## config.mk

```make
export PLATFORM = sky130hd
export DESIGN_NAME = fixed_capacity_set_table
export DESIGN_NICKNAME = d
export VERILOG_FILES = /design/src/fst_pkg.sv /design/src/fst_cell.sv /design/src/fst_ctrl.sv /design/src/fixed_capacity_set_table.sv
export SDC_FILE = /design/constraint.sdc
export NUM_CORES = 1
export LEC_CHECK = 0
export BUFFER_PORTS_ARGS = -buffer_cell sky130_fd_sc_hd__buf_2
export CAP_MARGIN = 20
export CORE_AREA = 3 3 241 243
export CTS_CLUSTER_DIAMETER = 30
export CTS_CLUSTER_SIZE = 25
export DETAILED_ROUTE_END_ITERATION = 8
export DIE_AREA = 0 0 244 246
export PLACE_DENSITY = 0.75
export SLEW_MARGIN = 20
export SYNTH_ARGS = -nofsm -noshare
export SYNTH_HDL_FRONTEND = slang
export SYNTH_SLANG_ARGS = --single-unit
```

## constraint.sdc

```tcl
create_clock -name clk_i -period 10.07 [get_ports clk_i]
set_input_delay 0 -clock clk_i [delete_from_list [all_inputs] [get_ports clk_i]]
set_output_delay 0 -clock clk_i [all_outputs]
set_load 0.02 [all_outputs]
```

## src/fst_pkg.sv

```systemverilog
`timescale 1ns / 1ps
`default_nettype none

package fst_pkg;

  // store geometry
  localparam int unsigned CAPACITY = 16;
  localparam int unsigned CNT_W    = $clog2(CAPACITY + 1);
  localparam int unsigned VAL_W    = 32;
  localparam int unsigned CMD_W    = 2;
  localparam int unsigned OCNT_W   = 5;

  // command codes, code 3 behaves as a query
  typedef enum logic [CMD_W-1:0] {
    CMD_INSERT = 2'd0,
    CMD_REMOVE = 2'd1,
    CMD_QUERY  = 2'd2
  } cmd_e;

  // result status codes
  typedef enum logic [1:0] {
    STAT_DONE   = 2'd0,
    STAT_DUP    = 2'd1,
    STAT_FULL   = 2'd2,
    STAT_ABSENT = 2'd3
  } status_e;

  // sequencer states
  typedef enum logic [1:0] {
    S_IDLE   = 2'd0,
    S_SEARCH = 2'd1,
    S_SHIFT  = 2'd2
  } state_e;

  // commands broadcast to every cell of the row
  typedef struct packed {
    logic start;  // place the token on the first cell
    logic adv;    // hand the token one cell up
    logic wr;     // token cell loads the key
    logic shift;  // token cell loads its upper neighbour
  } cell_ctl_t;

endpackage

`default_nettype wire

```

## src/fst_cell.sv

```systemverilog
`timescale 1ns / 1ps
`default_nettype none

module fst_cell import fst_pkg::*; (
  input  wire logic             clk_i,
  input  wire logic             rst_ni,
  input  wire cell_ctl_t        ctl_i,
  input  wire logic             first_i,       // high on the lowest cell only
  input  wire logic             tok_prev_i,    // token of the lower neighbour
  input  wire logic [VAL_W-1:0] key_i,
  input  wire logic [VAL_W-1:0] next_elem_i,   // element of the upper neighbour
  output logic                  tok_o,
  output logic      [VAL_W-1:0] elem_o,
  output logic                  hit_o
);

  logic             tok_q, tok_d;
  logic [VAL_W-1:0] elem_q, elem_d;

  // token walks up the row one cell a cycle
  always_comb begin
    tok_d = tok_q;
    if (ctl_i.start) begin
      tok_d = first_i;
    end else if (ctl_i.adv) begin
      tok_d = tok_prev_i;
    end
  end

  // element update happens only where the token sits
  always_comb begin
    elem_d = elem_q;
    if (tok_q && ctl_i.wr) begin
      elem_d = key_i;
    end else if (tok_q && ctl_i.shift) begin
      elem_d = next_elem_i;
    end
  end

  always_ff @(posedge clk_i or negedge rst_ni) begin
    if (!rst_ni) begin
      tok_q <= 1'b0;
    end else begin
      tok_q <= tok_d;
    end
  end

  always_ff @(posedge clk_i) begin
    elem_q <= elem_d;
  end

  // compare only under the token
  assign hit_o  = tok_q && (elem_q == key_i);
  assign tok_o  = tok_q;
  assign elem_o = elem_q;

endmodule

`default_nettype wire

```

## src/fst_ctrl.sv

```systemverilog
`timescale 1ns / 1ps
`default_nettype none

module fst_ctrl import fst_pkg::*; (
  input  wire logic              clk_i,
  input  wire logic              rst_ni,
  input  wire logic              s_valid_i,
  output logic                   s_ready_o,
  input  wire logic [CMD_W-1:0]  cmd_i,
  input  wire logic [VAL_W-1:0]  value_i,
  input  wire logic              hit_i,
  output cell_ctl_t              ctl_o,
  output logic      [VAL_W-1:0]  key_o,
  output logic                   m_valid_o,
  input  wire logic              m_ready_i,
  output logic                   was_member_o,
  output logic      [OCNT_W-1:0] count_o,
  output logic      [1:0]        status_o
);

  state_e              state_q, state_d;
  logic [CNT_W-1:0]    count_q, count_d;
  logic [CNT_W-1:0]    pos_q, pos_d;
  logic [CMD_W-1:0]    cmd_q;
  logic [VAL_W-1:0]    key_q;
  logic                m_valid_q, m_valid_d;
  logic                member_q;
  logic [OCNT_W-1:0]   rcount_q;
  status_e             status_q;

  logic                out_free;
  logic                at_end;
  logic                last_slot;
  logic                fin;
  logic                pos_inc;
  logic                res_member;
  status_e             res_status;

  assign out_free  = !m_valid_q || m_ready_i;
  assign at_end    = (pos_q == count_q);
  assign last_slot = (pos_q == (count_q - CNT_W'(1)));

  // next state
  always_comb begin
    state_d = state_q;
    case (state_q)
      S_IDLE: begin
        if (s_valid_i) state_d = S_SEARCH;
      end
      S_SEARCH: begin
        if (at_end) begin
          if (out_free) state_d = S_IDLE;
        end else if (hit_i) begin
          if (cmd_q == CMD_REMOVE) begin
            state_d = S_SHIFT;
          end else if (out_free) begin
            state_d = S_IDLE;
          end
        end
      end
      S_SHIFT: begin
        if (last_slot && out_free) state_d = S_IDLE;
      end
      default: state_d = S_IDLE;
    endcase
  end

  // cell commands and result
  always_comb begin
    s_ready_o  = 1'b0;
    ctl_o      = '0;
    fin        = 1'b0;
    pos_inc    = 1'b0;
    res_member = 1'b0;
    res_status = STAT_DONE;
    count_d    = count_q;
    case (state_q)
      S_IDLE: begin
        s_ready_o   = 1'b1;
        ctl_o.start = s_valid_i;
      end
      S_SEARCH: begin
        if (at_end) begin
          // value absent, token sits on the first free slot
          if (out_free) begin
            fin = 1'b1;
            if (cmd_q == CMD_INSERT) begin
              if (count_q < CNT_W'(CAPACITY)) begin
                ctl_o.wr = 1'b1;
                count_d  = count_q + CNT_W'(1);
              end else begin
                res_status = STAT_FULL;
              end
            end else if (cmd_q == CMD_REMOVE) begin
              res_status = STAT_ABSENT;
            end
          end
        end else if (hit_i) begin
          // remove goes on to close the gap from this slot
          if ((cmd_q != CMD_REMOVE) && out_free) begin
            fin        = 1'b1;
            res_member = 1'b1;
            if (cmd_q == CMD_INSERT) res_status = STAT_DUP;
          end
        end else begin
          ctl_o.adv = 1'b1;
          pos_inc   = 1'b1;
        end
      end
      S_SHIFT: begin
        if (last_slot) begin
          if (out_free) begin
            fin        = 1'b1;
            res_member = 1'b1;
            count_d    = count_q - CNT_W'(1);
          end
        end else begin
          ctl_o.shift = 1'b1;
          ctl_o.adv   = 1'b1;
          pos_inc     = 1'b1;
        end
      end
      default: begin
        s_ready_o = 1'b0;
      end
    endcase
  end

  // position of the token
  always_comb begin
    pos_d = pos_q;
    if (ctl_o.start) begin
      pos_d = '0;
    end else if (pos_inc) begin
      pos_d = pos_q + CNT_W'(1);
    end
  end

  // output word register
  always_comb begin
    m_valid_d = m_valid_q;
    if (fin) begin
      m_valid_d = 1'b1;
    end else if (m_ready_i) begin
      m_valid_d = 1'b0;
    end
  end

  always_ff @(posedge clk_i or negedge rst_ni) begin
    if (!rst_ni) begin
      state_q   <= S_IDLE;
      count_q   <= '0;
      pos_q     <= '0;
      m_valid_q <= 1'b0;
    end else begin
      state_q   <= state_d;
      count_q   <= count_d;
      pos_q     <= pos_d;
      m_valid_q <= m_valid_d;
    end
  end

  // command capture and result payload
  always_ff @(posedge clk_i) begin
    if (s_valid_i && s_ready_o) begin
      cmd_q <= cmd_i;
      key_q <= value_i;
    end
    if (fin) begin
      member_q <= res_member;
      rcount_q <= OCNT_W'(count_d);
      status_q <= res_status;
    end
  end

  assign key_o        = key_q;
  assign m_valid_o    = m_valid_q;
  assign was_member_o = member_q;
  assign count_o      = rcount_q;
  assign status_o     = status_q;

endmodule

`default_nettype wire

```

## src/fixed_capacity_set_table.sv

```systemverilog
// Set of up to 16 distinct 32-bit values held in a row of cells.
// Input stream: one word per command, tuser carries the command (0 insert,
// 1 remove, 2 query) and tdata the value. Output stream: one word per
// command with was_member, the count after the command and a status.
// A command is taken only while the block is idle. A search token walks
// up the cell row one slot a cycle; a remove keeps walking the token from
// the matching slot up to the last stored slot, each cell copying its
// upper neighbour. The result is registered once the token reaches
// the matching slot for a value found (insert, query), reaches the first
// free slot for an absent value, or reaches the last stored slot for a
// successful remove; the next command can be taken in the cycle after
// the result is registered. The token walk is what sets the rate.
// Reset empties the set (count zero) and leaves the output idle; slot
// contents are not cleared. If the receiver stalls, the finished word
// holds in the output register and the next command runs up to its
// result, where it waits until the output register frees.
`timescale 1ns / 1ps
`default_nettype none

module fixed_capacity_set_table import fst_pkg::*; (
  input  wire logic                  clk_i,
  input  wire logic                  rst_ni,
  input  wire logic                  s_axis_tvalid_i,
  output logic                       s_axis_tready_o,
  input  wire logic [VAL_W-1:0]      s_axis_tdata_i,   // [31:0] value
  input  wire logic [CMD_W-1:0]      s_axis_tuser_i,   // [1:0] cmd
  output logic                       m_axis_tvalid_o,
  input  wire logic                  m_axis_tready_i,
  output logic      [7:0]            m_axis_tdata_o    // [0] was_member, [5:1] count,
                                                       // [7:6] status
);

  cell_ctl_t               ctl;
  logic [VAL_W-1:0]        key;
  logic [CAPACITY-1:0]     tok;
  logic [CAPACITY-1:0]     hit;
  logic [VAL_W-1:0]        elem [CAPACITY];
  logic                    was_member;
  logic [OCNT_W-1:0]       count;
  logic [1:0]              status;

  // sequencer and output register
  fst_ctrl u_ctrl (
    .clk_i        (clk_i),
    .rst_ni       (rst_ni),
    .s_valid_i    (s_axis_tvalid_i),
    .s_ready_o    (s_axis_tready_o),
    .cmd_i        (s_axis_tuser_i),
    .value_i      (s_axis_tdata_i),
    .hit_i        (|hit),
    .ctl_o        (ctl),
    .key_o        (key),
    .m_valid_o    (m_axis_tvalid_o),
    .m_ready_i    (m_axis_tready_i),
    .was_member_o (was_member),
    .count_o      (count),
    .status_o     (status)
  );

  // row of storage cells, token enters at the bottom
  for (genvar i = 0; i < CAPACITY; i++) begin : g_cell
    fst_cell u_cell (
      .clk_i       (clk_i),
      .rst_ni      (rst_ni),
      .ctl_i       (ctl),
      .first_i     (1'(i == 0)),
      .tok_prev_i  ((i == 0) ? 1'b0 : tok[(i == 0) ? 0 : i-1]),
      .key_i       (key),
      .next_elem_i (elem[(i == CAPACITY-1) ? i : i+1]),
      .tok_o       (tok[i]),
      .elem_o      (elem[i]),
      .hit_o       (hit[i])
    );
  end

  assign m_axis_tdata_o = {status, count, was_member};

endmodule

`default_nettype wire

```

After elaboration in Yosys (flattened, before gate mapping)
Cells that the tools add are included.
Storage, ports and cells
  flip-flop bits (word level): 583
  input bits: 38
  word-level logic and storage cells: 251
Operators by class
  reductions and logical operators: 73
  add/sub/neg operators: 3
  mux-type cells: 108
  equality and inequality tests: 25
  magnitude comparators: 1
Operators by type and width (number)
  32-bit two-way mux: 30
  32-bit equality test: 16
  1-bit two-way mux: 53
  1-bit logical AND: 50
  5-bit two-way mux: 8
  2-bit nonzero test: 17
  2-bit two-way mux: 12
  16-bit OR reduction: 1
  5-bit by 1-bit adder with 5-bit output, second input constant: 2
  5-bit equality test: 2
  5-bit one-hot mux with 2 select lines: 1
  1-bit one-hot mux with 2 select lines: 3
  2-bit one-hot mux with 3 select lines: 1
  5-bit less-than comparator, second input constant: 1
  5-bit by 1-bit subtractor with 5-bit output, second input constant: 1
  2-bit by 1-bit equality test with 1-bit output, second input constant: 2
  2-bit logical NOT: 2
  2-bit by 1-bit != test with 1-bit output, second input constant: 2
  3-bit by 1-bit != test with 1-bit output, second input constant: 1
  3-bit AND reduction: 1
  2-bit equality test, second input constant: 1
  2-bit != test, second input constant: 1
  1-bit logical NOT: 1
  1-bit logical OR: 1

Logic depth before layout (Yosys ltp)
  word-level depth: 8
  gate-level depth with buffers: 13
  mapped depth without buffers: 10

By module
A second synthesis with hierarchy kept.
Unflattened totals
  cells, all modules: 2089
  area, all modules: 30603.1 µm²
By module, submodules not included
  fst_cell: instances 16, seq. area each 985.9 µm², cells an instance 117, area an instance 1746.7 µm²
  fst_ctrl: instances 1, seq. area each 1586.5 µm², cells an instance 209, area an instance 2610.0 µm²
  fixed_capacity_set_table: instances 1, seq. area each 0.0 µm², cells an instance 8, area an instance 46.3 µm²

Worst setup path before layout
OpenSTA, ideal clock, no wires.
  path type: register -> register
  start: reg u_ctrl.count_q[4]
  end: reg g_cell[1].u_cell.elem_q[0] (enable)
  setup time: 0.425 ns
  path slack: 5.755 ns
  buffers on the path: 3
  arrival: 3.890 ns
  cell stages (with the launch flop): 11
  cells stage by stage: dfrtp_1 -> buf_6 -> xor2_1 -> nor4_2 -> nand2_2 -> or3_4 -> nor4_4 -> buf_6 -> a21oi_1 -> clkbuf_1 -> nor2b_1
On the way
  cells in the longest elaborated chain, start to end: 8
  elaborated cells on any way between the ends: 14
Ends and longest elaborated chain
  start, declared: RTL line fst_ctrl.sv:22  | logic [CNT_W-1:0] count_q, count_d;
  start signal, assigned: RTL line fst_ctrl.sv:157  | count_q <= count_d;
  5-bit less-than comparator: RTL line fst_ctrl.sv:88  | if (count_q < CNT_W'(CAPACITY)) begin
  1-bit two-way mux: RTL line fst_ctrl.sv:88
  1-bit two-way mux: RTL line fst_ctrl.sv:87  | if (cmd_q == CMD_INSERT) begin
  1-bit two-way mux: RTL line fst_ctrl.sv:85  | if (out_free) begin
  1-bit two-way mux: RTL line fst_ctrl.sv:83  | if (at_end) begin
  1-bit two-way mux: RTL line fst_ctrl.sv:77  | case (state_q)
  1-bit logical AND: RTL line fst_cell.sv:33  | if (tok_q && ctl_i.wr) begin
  2-bit nonzero test (no source line) (*)
  end signal, assigned: RTL line fst_cell.sv:49  | elem_q <= elem_d;
  end, declared: RTL line fst_cell.sv:18  | logic [VAL_W-1:0] elem_q, elem_d;
Every way passes the cells marked *; elsewhere a longest branch is shown, timed or not.
A chain may end at the register's enable or synchronous reset.

Final worst setup path
  start: reg u_ctrl.key_q[25] (netlist: u_ctrl.key_o[25])
  end: reg u_ctrl.state_q[0]
On the way
  cells in the longest elaborated chain, start to end: 5
  elaborated cells on any way between the ends: 35
Ends and longest elaborated chain
  start, declared: RTL line fst_ctrl.sv:25  | logic [VAL_W-1:0] key_q;
  start signal, assigned: RTL line fst_ctrl.sv:167  | key_q <= value_i;
  32-bit equality test: RTL line fst_cell.sv:53  | assign hit_o = tok_q && (elem_q == key_i);
  1-bit logical AND: RTL line fst_cell.sv:53
  16-bit OR reduction (*): RTL line fixed_capacity_set_table.sv:50  | .hit_i (|hit),
  3-bit by 1-bit != test with 1-bit output (no source line) (*)
  3-bit AND reduction (no source line) (*)
  end signal, assigned: RTL line fst_ctrl.sv:156  | state_q <= state_d;
  end, declared: RTL line fst_ctrl.sv:21  | state_e state_q, state_d;
Marked as above.

==> summary.md <==
| Metric | Value |
|---|---|
| Status | complete, no violations |
| H-tree depth | 3 |
| Cts hold-fix bufs | 40 |
| Slew Viols, Final | 0 |
| Met3 WL | 6.749 mm |
| Post_cts resized | 0 |
| RSZ-0062 raised after global routing | false |
| Worst Reg-to-Reg Cells | 11 |
| Post-route setup slack | 5.790 ns |
| Clock buffer depth | 3 |
| Clock-pin slew on the worst setup and hold paths | 0.05 ns |
| Core area | 56,170 um^2 |
| Setup TNS | 0 ns |
| Final worst path period need | 4.280 ns |
| Inserted Clock Buffers | 117 |
| Post-DP Area | 31,410 um^2 |
| Final WL | 81.38 mm |
| Post-CTS Setup Repair Bufs | 0 |
| Die H | 246 um |
| Largest cells by area after synthesis | edfxtp_1 54%, mux2_2 13%, xor2_1 11% |
| Boundary Pins | 48 |
| Clock sink total | 583 |
| Power Total | 0.007967 W |
| Nets | 2,381 |
| Peak VDD IR | 0.0002242 V |
| F_max | 0.2337 GHz |
| GP Congestion | 0.8835 |
| Min-delay worst type | input pin to flop |
| Final ANT Viol Nets | 0 |
| Setup crit start kind | flop |
| Max-capacitance violation count | 0 |
| Final std cells w/o fill | 3,198 |
| Post-Syn Area | 30,770 um^2 |
| Routed wl met2 | 39.71 mm |
| Critical Path Fanout Max | 33 |
| P_leak | 12.96 nW |
| Seq cells post-synth | 583 |
| Wl on met1 | 31.82 mm |
| Placed cell count | 2,934 |
| Largest net degree at the start of global routing | 39 |
| Asr flop ratio synth | 4.974% |
| EDFF count, synth | 554 |
| Synth top area share | 54.06% |
| Die Area | 60,020 um^2 |
| Design area | 35,700 um^2 |
| Net count after synthesis | 2,310 |
| Layout area overhead | 16.02% |
| Hold Vio Cnt, Final | 0 |
| Critical path class | flop to flop |
| Synth cell types | 55 |
| # DRC | 0 |
| Final setup viols | 0 |
| Pwr dens | 223.1 nW/um^2 |
| Number of global-route vias before repair | 19,913 |
| Worst Skew | 0.02199 ns |
| Setup WS pre-CTS | 6.199 ns |
| Die width | 244 um |
| Final period util | 42.50% |
| Top cell type by total area after synthesis | edfxtp_1 |
| Vias per cell | 6.071 |
| Worst rel slew slack | 27.78% |
| Initial antenna violation count | 2 |
| Layout cells sized above 1 | 29.25% |
| # port buffers | 47 |
| Gr usage total | 27.00% |
| Hold path depth | 2 |
| Clock Root Buffer | clkbuf_16 |
| First-pass GRT wire length | 122.2 mm |
| DR top layer | met4 |
| R2R setup slack | 5.79 ns |
| Avg Inst Size Synth | 13.58 um^2 |
| Total gr overflow | 0 |
| DP HPWL | 49.69 mm |
| Row count | 87 |
| Syn Inst Count | 2,266 |
| Worst-Skew Late Latency | 0.66 ns |
| Register area share after synthesis | 56.42% |
| CP arrival | 4.87 ns |
| Worst slew pin tran | 1.083 ns |
| Initial DRC count | 1,991 |
| Via count | 19,415 |
| Syn. warnings | 0 |
| Critical Path RT | 10.66 ns |
| CTS tree | yes |
| Initial Util | 54.79% |
| WL/cell | 25.45 um |
| Worst setup EP type | flop |
| Detailed Routing Iterations Pass 1 | 6 |
| Main synth FF type | edfxtp_1 |
==> area by class of cell <==
type                            count  area [um^2]
Fill cell                        4043        20470
Sequential cell                   583        17360
Multi-Input combinational cell   1468        12340
Clock buffer                      146         3204
Timing Repair Buffer              148         1104
Tap cell                          756        945.9
Clock inverter                     77        676.9
Inverter                           19        71.32
Antenna cell                        1        2.502
==> synthesized netlist by cell type, drive strengths merged, types with 17 or more instances <==
master	instances
xnor2	122
nand2	139
xor2	383
o21ai	98
dfrtp	29
nor2b	26
nand4	39
clkbuf	78
inv	19
nor3	30
buf	118
nand3	34
edfxtp	554
mux2i	21
nor4	95
mux2	392
nor2	17
==> where the power goes <==
group	total, W	leakage [nW]	switching, W	internal, W
combinational	0.00139	5.73	0.000952	0.000440
clock	0.00373	1.84	0.00128	0.00245
sequential	0.00285	5.39	0.0000660	0.00278
total	0.00797	13.0	0.00230	0.00567
==> sequential cells by signal, summed over array words and instances, names as in the netlist <==
signal / count
g_cell.u_cell.elem_o: 512
g_cell.u_cell.tok_o: 16
u_ctrl.cmd_q: 2
u_ctrl.count_o: 5
u_ctrl.count_q: 5
u_ctrl.key_o: 32
u_ctrl.m_valid_o: 1
u_ctrl.pos_q: 5
u_ctrl.state_q: 2
u_ctrl.status_o: 2
u_ctrl.was_member_o: 1
==> worst paths after layout <==
check / start / end
min in group asynchronous: rst_ni / u_ctrl.state_q[0]$_DFFE_PN0P_
max in group asynchronous: rst_ni / g_cell[4].u_cell.tok_o$_DFFE_PN0P_
worst min register to register: g_cell[8].u_cell.elem_o[19]$_DFFE_PP_ / g_cell[7].u_cell.elem_o[19]$_DFFE_PP_
worst max register to register: u_ctrl.key_o[25]$_DFFE_PP_ / u_ctrl.state_q[0]$_DFFE_PN0P_
worst max-delay path: u_ctrl.key_o[25]$_DFFE_PP_ / u_ctrl.state_q[0]$_DFFE_PN0P_
worst min-delay path: s_axis_tdata_i[9] / u_ctrl.key_o[9]$_DFFE_PP_
==> cells in the final DEF (no fill, tap or decap), types with 8 or more instances in the layout <==
| cell type | n |
|---|---|
| xor2_1 | 383 |
| xnor2_1 | 122 |
| nand3_1 | 34 |
| nand4_1 | 39 |
| inv_1 | 18 |
| buf_2 | 47 |
| buf_4 | 61 |
| nor3_1 | 30 |
| bufinv_16 | 8 |
| nor2_1 | 16 |
| nand2b_1 | 11 |
| clkinvlp_4 | 20 |
| clkbuf_1 | 19 |
| nand2_1 | 131 |
| nor2b_2 | 14 |
| o21ai_0 | 98 |
| nor4_1 | 92 |
| mux2_4 | 48 |
| nor2b_1 | 12 |
| mux2_2 | 342 |
| clkbuf_16 | 123 |
| mux2i_1 | 21 |
| dlygate4sd3_1 | 39 |
| edfxtp_1 | 554 |
| clkinv_2 | 16 |
| dfrtp_1 | 29 |
| clkinv_1 | 20 |
==> per-stage QoR <==
stage | utilization, % | hold WS (ns)
final | 63.56 | 0.04531
after floorplan | - | -0.2956
after detailed placement | 55.92 | 0.1050
after global routing | 63.56 | 0.03677
after global placement | 55.92 | 0.08656
after CTS | 63.56 | 0.01669
==> worst max-delay path: stages (launching register included) <==
cell and delay (ns):
edfxtp_1 0.31, buf_4 0.49, xor2_1 0.14, nor4_1 0.50, nand4_1 0.19, nor3_1 0.77
or4_1 0.31, nor4_2 0.10, buf_4 0.19, a221oi_1 0.36, a2bb2oi_1 0.19, dlygate4sd3_1 0.56
==> per-layer routing <==
| layer | track usage, % | vias to the layer above |
|---|---|---|
| met1 | 34.09 | 9727 |
| met3 | 5.866 | 241 |
| met4 | 10.46 | 0 |
| met2 | 45.68 | 1011 |
| met5 | 0 | - |
| li1 | - | 8436 |
==> cell families after synthesis <==
logic type	count (synthesis)	synth area share, %
DFF	583	56.42
adders and majority gates	6	0.2439
AOI/OAI and AO/OA	138	2.623
xor gates and xnor gates	506	14.45
and+or+nand+nor	405	7.010
buffers and inverters	215	3.647
muxes	413	15.61
Note: power is estimated with default switching activity, not from simulation.
